--- config.mk ---
export PLATFORM = sky130hd
export DESIGN_NAME = qoi_pixel_encoder
export DESIGN_NICKNAME = d
export VERILOG_FILES = /design/src/sv/qoi_pkg.sv /design/src/sv/qoi_color_table.sv /design/src/sv/qoi_chunk_coder.sv /design/src/sv/qoi_byte_serializer.sv /design/src/sv/qoi_pixel_encoder.sv
export SDC_FILE = /design/constraint.sdc
export NUM_CORES = 2
export LEC_CHECK = 0
export ABC_AREA = 1
export BUFFER_PORTS_ARGS = -buffer_cell sky130_fd_sc_hd__buf_2
export CAP_MARGIN = 25
export CORE_AREA = 2 2 541 543
export DETAILED_ROUTE_END_ITERATION = 6
export DIE_AREA = 0 0 543 545
export GPL_ROUTABILITY_DRIVEN = 0
export HOLD_SLACK_MARGIN = 0.1
export PLACE_DENSITY = 0.54
export SKIP_LAST_GASP = 1
export SLEW_MARGIN = 40
export SYNTH_ARGS = -nofsm -noshare
export SYNTH_HDL_FRONTEND = slang
export SYNTH_SLANG_ARGS = --single-unit
--- constraint.sdc ---
create_clock -name clk -period 6.94 [get_ports clk]
set_input_delay 1.388 -clock clk [delete_from_list [all_inputs] [get_ports clk]]
set_output_delay 1.388 -clock clk [all_outputs]
set_load 0.02 [all_outputs]
--- src/sv/qoi_pkg.sv ---
// Shared types, op codes and the color hash for the QOI pixel encoder.
// No dependencies; every module of the encoder imports this package.
`timescale 1ns / 1ps

package qoi_pkg;

  localparam int TABLE_ENTRIES = 64;
  localparam int SLOT_BITS     = $clog2(TABLE_ENTRIES);
  localparam int MAX_BYTES     = 6;
  localparam int COUNT_BITS    = $clog2(MAX_BYTES + 1);

  localparam logic [5:0] MAX_RUN = 6'd62;

  localparam logic [7:0] OP_INDEX = 8'h00;
  localparam logic [7:0] OP_DIFF  = 8'h40;
  localparam logic [7:0] OP_LUMA  = 8'h80;
  localparam logic [7:0] OP_RUN   = 8'hC0;
  localparam logic [7:0] OP_RGB   = 8'hFE;
  localparam logic [7:0] OP_RGBA  = 8'hFF;

  localparam logic [31:0] RESET_PIXEL = 32'h0000_00FF;

  typedef struct packed {
    logic [7:0] red_in;
    logic [7:0] green_in;
    logic [7:0] blue_in;
    logic [7:0] alpha_in;
    logic       image_end;
  } pixel_in_t;

  typedef struct packed {
    logic [7:0] chunk_byte;
    logic       last_of_pixel;
  } chunk_out_t;

  // Bytes of one pixel, bytes[0] goes out first.
  typedef struct packed {
    logic [MAX_BYTES-1:0][7:0] bytes;
    logic [COUNT_BITS-1:0]     count;
  } chunk_group_t;

  typedef struct packed {
    chunk_group_t grp;
    logic         tbl_write;
    logic [5:0]   run_next;
    logic         pixel_repeat;
  } coder_result_t;

  function automatic logic [31:0] pack_pixel(input pixel_in_t p);
    return {p.red_in, p.green_in, p.blue_in, p.alpha_in};
  endfunction

  // (3r + 5g + 7b + 11a) mod 64, only the low six bits matter.
  function automatic logic [SLOT_BITS-1:0] qoi_hash(input pixel_in_t p);
    logic [SLOT_BITS-1:0] r, g, b, a;
    r = p.red_in[SLOT_BITS-1:0];
    g = p.green_in[SLOT_BITS-1:0];
    b = p.blue_in[SLOT_BITS-1:0];
    a = p.alpha_in[SLOT_BITS-1:0];
    return SLOT_BITS'(r * SLOT_BITS'(3) + g * SLOT_BITS'(5)
                      + b * SLOT_BITS'(7) + a * SLOT_BITS'(11));
  endfunction

endpackage

--- src/sv/qoi_color_table.sv ---
// 64-entry color table: RAM with registered read, per-entry valid flops
// and a one-deep write bypass for a read issued on the same edge. Uses qoi_pkg.
`timescale 1ns / 1ps

module qoi_color_table
  import qoi_pkg::*;
(
  input  logic                 clk,
  input  logic                 rst,
  input  logic                 rd_en,
  input  logic [SLOT_BITS-1:0] rd_addr,
  input  logic                 wr_en,
  input  logic [SLOT_BITS-1:0] wr_addr,
  input  logic [31:0]          wr_data,
  input  logic                 clear,
  output logic [SLOT_BITS-1:0] entry_slot,
  output logic [31:0]          entry
);

  logic [31:0]              mem [TABLE_ENTRIES];
  logic [31:0]              mem_q;
  logic [TABLE_ENTRIES-1:0] valid;
  logic                     byp_hit;
  logic [31:0]              byp_data;
  logic [SLOT_BITS-1:0]     slot;

  always_ff @(posedge clk) begin
    if (wr_en) begin
      mem[wr_addr] <= wr_data;
    end
    if (rd_en) begin
      mem_q    <= mem[rd_addr];
      slot     <= rd_addr;
      byp_data <= wr_data;
    end
  end

  always_ff @(posedge clk) begin
    if (rst) begin
      valid   <= '0;
      byp_hit <= 1'b0;
    end else begin
      if (clear) begin
        valid <= '0;
      end else if (wr_en) begin
        valid[wr_addr] <= 1'b1;
      end
      // read and write of the same slot on one edge: RAM returns old data
      if (rd_en) begin
        byp_hit <= wr_en && (wr_addr == rd_addr);
      end
    end
  end

  assign entry_slot = slot;
  assign entry      = !valid[slot] ? 32'h0 : (byp_hit ? byp_data : mem_q);

endmodule

--- src/sv/qoi_chunk_coder.sv ---
// Chunk selection for one pixel: run handling, INDEX/DIFF/LUMA/RGB/RGBA,
// byte assembly and next run count. Purely combinational. Uses qoi_pkg.
`timescale 1ns / 1ps

module qoi_chunk_coder
  import qoi_pkg::*;
(
  input  pixel_in_t            pix,
  input  logic [31:0]          prev,
  input  logic [5:0]           run,
  input  logic [SLOT_BITS-1:0] slot,
  input  logic [31:0]          entry,
  output coder_result_t        res
);

  logic [31:0]       px;
  logic              repeat_px;
  logic [5:0]        run_inc;
  logic              run_emit;
  logic              flush;
  logic              hit;
  logic signed [7:0] vr, vg, vb;
  logic signed [8:0] vgr, vgb;
  logic              diff_ok, luma_ok;
  logic [4:0][7:0]   cb;
  logic [2:0]        clen;

  assign px        = pack_pixel(pix);
  assign repeat_px = (px == prev);
  assign run_inc   = run + 6'd1;
  assign run_emit  = (run_inc >= MAX_RUN) || pix.image_end;
  assign flush     = !repeat_px && (run != 6'd0);
  assign hit       = (entry == px);

  assign vr  = signed'(pix.red_in - prev[31:24]);
  assign vg  = signed'(pix.green_in - prev[23:16]);
  assign vb  = signed'(pix.blue_in - prev[15:8]);
  assign vgr = {vr[7], vr} - {vg[7], vg};
  assign vgb = {vb[7], vb} - {vg[7], vg};

  assign diff_ok = (vr >= -8'sd2) && (vr <= 8'sd1) && (vg >= -8'sd2) && (vg <= 8'sd1)
                && (vb >= -8'sd2) && (vb <= 8'sd1);
  assign luma_ok = (vgr >= -9'sd8) && (vgr <= 9'sd7) && (vgb >= -9'sd8) && (vgb <= 9'sd7)
                && (vg >= -8'sd32) && (vg <= 8'sd31);

  // color chunk, without any run flush in front
  always_comb begin
    cb   = '0;
    clen = 3'd0;
    if (hit) begin
      cb[0] = OP_INDEX | {2'b00, slot};
      clen  = 3'd1;
    end else if (pix.alpha_in != prev[7:0]) begin
      cb    = {pix.alpha_in, pix.blue_in, pix.green_in, pix.red_in, OP_RGBA};
      clen  = 3'd5;
    end else if (diff_ok) begin
      cb[0] = OP_DIFF | {2'b00, vr[1:0] + 2'd2, vg[1:0] + 2'd2, vb[1:0] + 2'd2};
      clen  = 3'd1;
    end else if (luma_ok) begin
      cb[0] = OP_LUMA | {2'b00, vg[5:0] + 6'd32};
      cb[1] = {vgr[3:0] + 4'd8, vgb[3:0] + 4'd8};
      clen  = 3'd2;
    end else begin
      cb[3:0] = {pix.blue_in, pix.green_in, pix.red_in, OP_RGB};
      clen    = 3'd4;
    end
  end

  always_comb begin
    res              = '0;
    res.pixel_repeat = repeat_px;
    if (repeat_px) begin
      res.grp.bytes[0] = OP_RUN | {2'b00, run};
      res.grp.count    = run_emit ? COUNT_BITS'(1) : COUNT_BITS'(0);
      res.run_next     = run_emit ? 6'd0 : run_inc;
    end else begin
      res.tbl_write = !hit && !pix.image_end;
      res.run_next  = 6'd0;
      if (flush) begin
        res.grp.bytes[0]   = OP_RUN | {2'b00, run - 6'd1};
        res.grp.bytes[5:1] = cb;
        res.grp.count      = COUNT_BITS'(clen) + COUNT_BITS'(1);
      end else begin
        res.grp.bytes[4:0] = cb;
        res.grp.count      = COUNT_BITS'(clen);
      end
    end
    if (pix.image_end) begin
      res.run_next = 6'd0;
    end
  end

endmodule

--- src/sv/qoi_byte_serializer.sv ---
// Output stage: holds the bytes of one pixel and sends them one per
// transaction, flagging the final byte. Uses qoi_pkg.
`timescale 1ns / 1ps

module qoi_byte_serializer
  import qoi_pkg::*;
(
  input  logic         clk,
  input  logic         rst,
  input  logic         load,
  input  chunk_group_t grp,
  output logic         free,
  output logic         chunk_valid,
  input  logic         chunk_ready,
  output chunk_out_t   chunk
);

  logic [MAX_BYTES-1:0][7:0] bytes;
  logic [COUNT_BITS-1:0]     cnt;
  logic                      send;

  assign chunk_valid         = (cnt != '0);
  assign send                = chunk_valid && chunk_ready;
  assign free                = (cnt == '0) || ((cnt == COUNT_BITS'(1)) && chunk_ready);
  assign chunk.chunk_byte    = bytes[0];
  assign chunk.last_of_pixel = (cnt == COUNT_BITS'(1));

  always_ff @(posedge clk) begin
    if (load) begin
      bytes <= grp.bytes;
    end else if (send) begin
      bytes <= {8'h00, bytes[MAX_BYTES-1:1]};
    end
  end

  always_ff @(posedge clk) begin
    if (rst) begin
      cnt <= '0;
    end else if (load) begin
      cnt <= grp.count;
    end else if (send) begin
      cnt <= cnt - COUNT_BITS'(1);
    end
  end

endmodule

--- src/sv/qoi_pixel_encoder.sv ---
// QOI pixel encoder top level: input register, color table, chunk coder
// and byte serializer. Uses qoi_pkg and the qoi_* submodules.
`timescale 1ns / 1ps

// Usage
//   pixel channel: one RGBA pixel per transaction in raster order, with
//   image_end set on the last pixel of the image.
//   chunk channel: the QOI chunk bytes, one per transaction; last_of_pixel
//   marks the final byte caused by a pixel. Header and end marker come from
//   software.
// Path: the first byte of a pixel passes the input register, whose table
//   read is registered with it, then the output register, from which it is
//   offered; it waits in the input register while the output register is busy.
// Throughput: one pixel per cycle while each pixel makes at most one byte
//   and the receiver takes every byte; a pixel of more bytes (up to six) holds
//   the next pixel in the input register until the byte-wide output register
//   has sent them. Pixels that only extend a run make no bytes and do not wait.
// Reset clears the previous pixel to opaque black, the run count and the
//   color table valid bits; pixel_ready is low during reset and the block is
//   ready on the cycle after reset. The same state returns after image_end.
// A stalled receiver holds the output register; one more pixel waits in
//   the input register, then pixel_ready drops.

module qoi_pixel_encoder
  import qoi_pkg::*;
(
  input  logic       clk,
  input  logic       rst,
  input  logic       pixel_valid,
  output logic       pixel_ready,
  input  pixel_in_t  pixel,
  output logic       chunk_valid,
  input  logic       chunk_ready,
  output chunk_out_t chunk
);

  logic                 a_valid;
  pixel_in_t            a_pix;
  logic [31:0]          prev;
  logic [5:0]           run;
  logic                 accept;
  logic                 a_move;
  logic                 ser_free;
  logic [SLOT_BITS-1:0] entry_slot;
  logic [31:0]          entry;
  coder_result_t        res;

  assign accept      = pixel_valid && pixel_ready;
  assign a_move      = a_valid && ((res.grp.count == '0) || ser_free);
  assign pixel_ready = !rst && (!a_valid || a_move);

  qoi_color_table u_table (
    .clk        (clk),
    .rst        (rst),
    .rd_en      (accept),
    .rd_addr    (qoi_hash(pixel)),
    .wr_en      (a_move && res.tbl_write),
    .wr_addr    (entry_slot),
    .wr_data    (pack_pixel(a_pix)),
    .clear      (a_move && a_pix.image_end),
    .entry_slot (entry_slot),
    .entry      (entry)
  );

  qoi_chunk_coder u_coder (
    .pix   (a_pix),
    .prev  (prev),
    .run   (run),
    .slot  (entry_slot),
    .entry (entry),
    .res   (res)
  );

  qoi_byte_serializer u_ser (
    .clk         (clk),
    .rst         (rst),
    .load        (a_move && (res.grp.count != '0)),
    .grp         (res.grp),
    .free        (ser_free),
    .chunk_valid (chunk_valid),
    .chunk_ready (chunk_ready),
    .chunk       (chunk)
  );

  always_ff @(posedge clk) begin
    if (accept) begin
      a_pix <= pixel;
    end
  end

  always_ff @(posedge clk) begin
    if (rst) begin
      a_valid <= 1'b0;
      prev    <= RESET_PIXEL;
      run     <= 6'd0;
    end else begin
      if (accept) begin
        a_valid <= 1'b1;
      end else if (a_move) begin
        a_valid <= 1'b0;
      end
      if (a_move) begin
        prev <= a_pix.image_end ? RESET_PIXEL : pack_pixel(a_pix);
        run  <= res.run_next;
      end
    end
  end

  a_run_below_max: assert property (@(posedge clk) disable iff (rst) run < MAX_RUN)
    else $error("run count reached its limit without a flush");

  a_end_restarts: assert property (@(posedge clk) disable iff (rst)
    (a_move && a_pix.image_end) |=> (run == 6'd0 && prev == RESET_PIXEL))
    else $error("state not restored after last pixel");

  a_silent_is_repeat: assert property (@(posedge clk) disable iff (rst)
    (a_move && res.grp.count == '0) |-> (res.pixel_repeat && !a_pix.image_end))
    else $error("pixel left without bytes outside an open run");

  a_empty_takes: assert property (@(posedge clk) disable iff (rst)
    !a_valid |-> pixel_ready)
    else $error("input stalled with empty input register");

endmodule
; Word level (Yosys, flattened, before mapping)
; Memory sizes are Yosys's and may differ from the RTL's. A register that Yosys moved wholly into a read port is not among the register bits.
; Cells that the tools add are included.
[totals]
register_bits = 226
ram_bits = 2048
romBits = 0
mem_count = 1
out_inout_bits = 11
input_bits = 37
wordCells = 141
latchBits = 0
[mem_list]
columns = memory, depth, width, rd, rd_clocked_by_memory_dff, write_ports, line_no
row1 = u_table.mem, 64, 32, 1, 1, 1, qoi_color_table.sv:20  ; logic [31:0] mem [TABLE_ENTRIES];
[op_classes]
shift = 0
div_mod_pow = 0
add_sub_neg = 18
n_mul = 4
muxes = 39
order_cmp = 15
n_reduce_logical = 39
n_bitwise = 1
n_eq_ne = 5
[ops]
columns = cell, count
row1 = $mux 32, 5
row2 = $mux 48, 2
row3 = $mux 16, 5
row4 = $eq 32x32->1, 2
row5 = $or 64x64->64, 1
row6 = $mux 43, 1
row7 = $mux 40, 1
row8 = $mux 8, 4
row9 = $ge 8x2->1 const B, 3
row10 = $le 8x2->1 const B, 3
row11 = $mux 24, 1
row12 = $sub 8x8->8, 3
row13 = $logic_and 1x1->1, 22
row14 = $add 6x6->6, 3
row15 = $ge 9x4->1 const B, 2
row16 = $le 9x4->1 const B, 2
row17 = $mux 3, 6
row18 = $mux 6, 3
row19 = $sub 8x8->9, 2
row20 = $mul 6x3->6 const B, 2
row21 = $mux 11, 1
row22 = $add 4x4->4 const B, 2
row23 = $ge 8x6->1 const B, 1
row24 = $le 8x6->1 const B, 1
row25 = other kinds (24), 43

; Logic depth before layout (Yosys ltp)
[depth]
word_depth = 24
ltp_mapped = 40
mapped_depth_nobuf = 38

; Modules after synthesis
; From an unflattened synthesis, not the netlist that was laid out.
[unflattened]
hier_cells = 8653
hier_area_um2 = 97717.5
[modules_own_cells]
columns = mod, cells_per_inst, area_each_um2, instances, seq_area_each_um2
row1 = qoi_color_table, 7195, 87372.5, 1, 64902.2
row2 = qoi_chunk_coder, 824, 4332.9, 1, 0.0
row3 = qoi_pixel_encoder, 391, 3691.0, 1, 1771.7
row4 = qoi_byte_serializer, 243, 2321.0, 1, 1501.4

; Least setup slack after synthesis
; No wires, ideal clock.
[synth_path]
path_kind = register -> register
from = reg a_pix[25] (netlist bit)
to = reg a_pix[0] (netlist bit), enable pin
synth_period_minus_slack_ns = 7.188
slack_ns = -0.248
t_required_ns = 6.483
arrival_ns = 6.731
setup_ns = 0.457
path_buffers = 0
path_stages_with_launch = 36
cell_sequence = edfxtp_1 -> inv_1 -> ha_1 -> fa_1 -> inv_1 -> nand2_1 -> nand2_1 -> inv_1 -> ha_1 -> nand2_1 -> o21ai_0 -> nand2_1 -> nand2_1 -> nand2_1 -> nand2_1 -> nand3_1 -> nand2_1 -> nand2_1 -> nand2_1 -> nand2_1 -> nand2_1 -> nand2_1 -> nor2_1 -> nand2_1 -> nor2_1 -> ha_1 -> inv_1 -> nor2_1 -> nor2_1 -> nand4_1 -> nand2_1 -> nor2_1 -> nand2_2 -> nand3_1 -> nand3_1 -> inv_1
[synth_between]
elab_chain_len = 21
word_cells_on_any_way = 33
classes_between = add/sub (3) / order compare (4) / eq/ne (2) / mux (6) / reduce/logical (18)
[synth_rtl]
columns = element, line_no
row1 = start: declaration, qoi_pixel_encoder.sv:38  ; pixel_in_t a_pix;
row2 = start signal: assignment, qoi_pixel_encoder.sv:87  ; a_pix <= pixel;
row3 = $sub 8x8->8, qoi_chunk_coder.sv:35  ; assign vr = signed'(pix.red_in - prev[31:24]);
row4 = $sub 8x8->9, qoi_chunk_coder.sv:38  ; assign vgr = {vr[7], vr} - {vg[7], vg};
row5 = $ge 9x4->1 / $le 9x4->1 (equally long branches), qoi_chunk_coder.sv:43  ; assign luma_ok = (vgr >= -9'sd8) && (vgr <= 9'sd7) && (vgb >= -9'sd8) && (vgb <= 9'sd7)
row6 = $logic_and 1x1->1 (3 in series), qoi_chunk_coder.sv:43
row7 = $logic_and 1x1->1 (2 in series), qoi_chunk_coder.sv:44  ; && (vg >= -8'sd32) && (vg <= 8'sd31);
row8 = $mux 3, qoi_chunk_coder.sv:59  ; end else if (luma_ok) begin
row9 = $mux 3, qoi_chunk_coder.sv:56  ; end else if (diff_ok) begin
row10 = $mux 3, qoi_chunk_coder.sv:53  ; end else if (pix.alpha_in != prev[7:0]) begin
row11 = [3 not listed], n/a
row12 = $mux 11 (*), qoi_chunk_coder.sv:72  ; if (repeat_px) begin
row13 = $logic_not 3->1 (*), qoi_pixel_encoder.sv:49  ; assign a_move = a_valid && ((res.grp.count == '0) || ser_free);
row14 = $logic_or 1x1->1 (*), qoi_pixel_encoder.sv:49
row15 = $logic_and 1x1->1 (*), qoi_pixel_encoder.sv:49
row16 = $logic_or 1x1->1 (*), qoi_pixel_encoder.sv:50  ; assign pixel_ready = !rst && (!a_valid || a_move);
row17 = $logic_and 1x1->1 (*), qoi_pixel_encoder.sv:50
row18 = $logic_and 1x1->1 (*), qoi_pixel_encoder.sv:48  ; assign accept = pixel_valid && pixel_ready;
row19 = named net accept, qoi_pixel_encoder.sv:41  ; logic accept;
; Mark *: on every way through the listed nets, which the timed path passes. The rest lies on a longest branch.
; A chain may end at the register's enable or synchronous reset.

; Worst setup path after layout
[layout_path]
from = reg a_pix[13] (netlist bit)
to = out pixel_ready
[layout_between]
elab_chain_len = 19
word_cells_on_any_way = 28
classes_between = add/sub (3) / order compare (4) / eq/ne (2) / mux (6) / reduce/logical (13)
[layout_rtl]
columns = element, line_no
row1 = $sub 8x8->8, qoi_chunk_coder.sv:37  ; assign vb = signed'(pix.blue_in - prev[15:8]);
row2 = $sub 8x8->9, qoi_chunk_coder.sv:39  ; assign vgb = {vb[7], vb} - {vg[7], vg};
row3 = $ge 9x4->1, qoi_chunk_coder.sv:43
row4 = $logic_and 1x1->1 (2 in series), qoi_chunk_coder.sv:43
row5 = $logic_and 1x1->1 (2 in series), qoi_chunk_coder.sv:44
row6 = $mux 3, qoi_chunk_coder.sv:59
row7 = $mux 3, qoi_chunk_coder.sv:56
row8 = $mux 3, qoi_chunk_coder.sv:53
row9 = $mux 3, qoi_chunk_coder.sv:50  ; if (hit) begin
row10 = $add 3x1->3, qoi_chunk_coder.sv:82  ; res.grp.count = COUNT_BITS'(clen) + COUNT_BITS'(1);
row11 = $mux 43, qoi_chunk_coder.sv:79  ; if (flush) begin
row12 = $mux 11 (*), qoi_chunk_coder.sv:72
row13 = $logic_not 3->1 (*), qoi_pixel_encoder.sv:49
row14 = $logic_or 1x1->1 (*), qoi_pixel_encoder.sv:49
row15 = $logic_and 1x1->1 (*), qoi_pixel_encoder.sv:49
row16 = $logic_or 1x1->1 (*), qoi_pixel_encoder.sv:50
row17 = $logic_and 1x1->1 (*), qoi_pixel_encoder.sv:50
row18 = end: declaration, qoi_pixel_encoder.sv:30  ; output logic pixel_ready,
; Every way passes the cells marked *; elsewhere a longest branch is shown, timed or not.

==> implementation parameters <==
Parameter                              Value

Synthesis
  Post-synthesis adder-cell area fraction ... 1.361%
  Count of state elements after synthesis ... approximately 2300
  Primary flip-flop cell chosen by synthesis mapping ... edfxtp_1
  Main combinational cell family by area after synthesis ... compound AO/OA/AOI/OAI gates
  Yosys warning count ... 0
  Multiplexer fraction of the synthesized cell area ... 0.3775%
  Post-synth ARST share ... 0%
  Mean instance size in the synthesized netlist ... 12.28 µm²
  Netlist area before placement ... roughly 0.095 mm²
  Number of enable flip-flop cells after synthesis ... 2199
  Cells after synthesis ... 7772
  Netlist cell types ... 46
  Net count after synthesis ... between 7000 and 8000
  Xor-xnor portion of the synthesized cell area ... 0.4680%
  Sequential area share after synthesis ... 71.43%
  Synth Area in Simple Gates ... 9.448%
  Complex-gate fraction of the synthesized area ... between 10% and 20%

Critical path
  Crit start category ... flop
  CP Data Arrival Time ... about 5.2 ns
  R2R setup slack ... approximately 0.9 ns
  Critical Path Max Stage Delay ... roughly 0.65 ns
  Worst reg2reg path depth ... 32
  CP Max Fanout ... 7
  Class of the most critical setup path ... reg2out
  Slowest cell on the critical path ... edfxtp_1
  Reg-to-Reg End ... u_table.mem[50][19]
  Worst path required time ... 5.55 ns
  Critical path endpoint category ... output pin
  FF-to-FF Start ... a_pix[13]

Worst hold path
  Source of the worst hold timing path ... u_table.valid[43]
  Hold path cells ... 2
  Classification of the worst-slack hold path ... reg2reg
  Worst min-delay path endpoint ... u_table.valid[43]

Routing
  Via total after detailed routing ... 66025
  Pre-Repair DR Iteration Count ... 6
  Vias per inst ... 5.525
  Residual antenna-violating net count after detailed routing ... 0
  DRC ... 0
  Total wire length ... 313.5 mm
  Count of routing violations after the opening detailed-route iteration ... between 9000 and 10000
  Wire per inst ... 26.23 µm

Cells and area
  Combined flip-flop and latch cell area ... 0.06818 mm²
  Most common cell after layout, fill and taps aside ... edfxtp_1
  Fillers ... 27290
  Net count, final ... around 8000
  Multi-input logic area ... about 0.025 mm²
  Area of all placed cells without fillers ... 0.1108 mm²
  Area grow syn2layout ... 16.05%
  Top library cells by usage in the layout, fill and taps aside ... edfxtp_1, o21ai_0, nor2_1
  Fraction of layout cells with a size suffix above 1 ... 11.12%

Die
  Row count ... approximately 200
  Placeable core region ... 0.2901 mm²
  Starting utilization of the core area ... around a third
  I/O pin total ... between 40 and 50
  Die outline area ... a little under 0.3 mm²
  DIE WIDTH ... 543 µm
  Vertical die dimension ... 545 µm

STA
  Tightest Pin Transition ... ~0.96 ns
  Post-route clock period utilization ... 95.56%
  Min cycle time layout ... approximately 6.6 ns
  Count of endpoints failing setup in the final report ... 0
  Final Hold Fails ... 0
  Fin Hold WS ... around 0.45 ns
  Total negative slack ... 0 ns
  Relative slew slack ... between 30% and 40%
  Highest achievable clock rate ... 0.1508 GHz
  Final number of max-transition violations ... 0
  Fin Clk Skew ... 0.07952 ns

Global route
  Vias in the first global route ... 61892
  First-pass GRT wire length ... 446.4 mm
  Grt total ovfl ... 0
  Largest net degree at the start of global routing ... around 170
  Global Route Usage Sum ... 20.60%
  Number of antenna violations at the first check in global routing ... 21

Clock network
  Clock-pin slew on the worst setup and hold paths ... 0.06 ns
  Clk Latency, worst-skew pair ... 0.90 ns
  Number of buffers created by CTS ... ~230
  Clock tree from TritonCTS ... done
  Depth of the CTS H-tree ... 4
  CTS Sinks ... 2306
  Number of buffers inserted for hold repair after clock tree synthesis ... 0
  CTS Root Cell ... clkbuf_16
  Max Root-Sink Buffers ... 3

Run status
  Outcome ... finished clean

Power and ir drop
  Static leakage power ... 35.79 nW
  Net Sw Power ... 25.27 mW
  Cell Int Power ... 30.80 mW
  Sw Ratio ... 45.07%
  Worst voltage drop across the vdd grid ... between 900 and 1000 µV
  Power after layout ... 56.06 mW
  Pwr Density ... 506.2 mW/mm²
  Sequential fraction of design power ... between 20% and 30%
  Gate power share ... 48.3%
  Clock network fraction of total power ... ~23%

Placed design
  Placed Area ... 0.1024 mm²
  Count of port buffers added during placement ... 47
  Post-detail-place hpwl ... 181.0 mm

Job
  Count of max-cap constraint violations ... 0
-- how the worst max path moves through the flow --
stage	startpoint	to	slack, ns	depth (start not counted)
5_1_grt	a_pix[13]	pixel_ready	-0.04	28
3_5_place_dp	pixel[11]	u_table.mem_q[26]	-0.17	15
4_1_cts	a_pix[9]	pixel_ready	0.002	29
2_1_floorplan	a_pix[25]	u_table.mem[17][0]	0.17	37
3_3_place_gp	pixel[11]	u_table.mem_q[9]	-0.17	16
6_report	a_pix[13]	pixel_ready	0.31	28
-- sequential cells by signal, summed over array words and instances (netlist names), 6 cells and up --
register / count
a_pix: 33
prev: 32
run: 6
u_ser.bytes: 40
u_ser.chunk: 8
u_table.byp_data: 32
u_table.entry_slot: 6
u_table.mem: 2048
u_table.mem_q: 32
u_table.valid: 64
-- critical path, delay by kind of cell (launching register included) --
family | cells | cell delay (ns)
and+or+nand+nor | 16 | 1.51
adders and majority gates | 3 | 0.97
DFF | 1 | 0.65
AOI/OAI and AO/OA | 3 | 0.54
buffers and inverters | 5 | 0.43
xor gates and xnor gates | 1 | 0.26
-- cell type report --
cell class	instances	share of cell area (%)
Antenna cell	4	0.009037
Clock buffer	284	5.492
Clock inverter	155	1.421
Inverter	268	0.9376
Multi-Input combinational cell	4646	22.27
Sequential cell	2306	61.55
Tap cell	3900	4.406
Timing Repair Buffer	387	3.910
-- power groups by stage --
stage,clock network (mW),logic (mW),registers [mW]
floorplan,0,12.7,16.6
global placement,0,26.1,16.7
detailed placement,0,26.3,16.7
CTS,12.8,26.4,16.4
global route,13.3,28.4,16.4
finish,12.6,27.1,16.4
-- cell families (layout without fill, tap and decap cells) --
logic type               after synthesis  count (layout)
AO/OA/AOI/OAI                       2221            2221
XOR/XNOR                              51              51
adder cells (fa/ha/maj)               87              87
buffers and inverters                820            1094
flip-flops                          2306            2306
multiplexers                          32              32
other                                  0               4
AND/OR/NAND/NOR                     2255            2255
-- cell usage after synthesis (30+ instances only) --
library cell  instances  area (µm²)
ha_1                 59       738.2
nand2_1             666        2500
a31oi_1              33       206.5
dfxtp_1             107        2142
o21bai_1             30       225.2
o221ai_1            199        1743
a21oi_1             136       680.7
nand3_1             176       880.8
o21ai_0            1282        6416
nor2_1             1265        4748
o211ai_1            200        1501
clkbuf_1            478        1794
nor3_1               42       210.2
mux2_2               32       360.4
buf_2                33       165.2
o22ai_1             324        2027
nand4_1              79       494.2
xor2_1               34       297.8
inv_1               253       949.7
edfxtp_1           2199       66030
-- through the flow --
stage,worst slack (ns),std cells,utilization (%)
after CTS,0.001700,11929,38.02
final,0.3083,11950,38.18
after global placement,-0.1695,11475,35.30
after floorplan,0.1693,7772,-
after global routing,-0.03697,11947,38.18
after detailed placement,-0.1722,11476,35.31
-- routing by layer --
layer,vias to the layer above,global-route usage (%),wire (µm)
li1,28911,-,-
met1,33427,28.16,129300
met2,3127,32.50,143700
met3,558,4.111,28760
met4,2,7.339,11620
met5,-,0,13
-- what timing repair did --
action / 4_1_cts / 5_1_grt
gates resized for setup: 12 / 53
buffers inserted: 14 / 14
setup endpoints to repair: 1 / 1
gates cloned: 0 / 0
pin swaps: 2 / 12
Power figures use the tool's default switching activity.
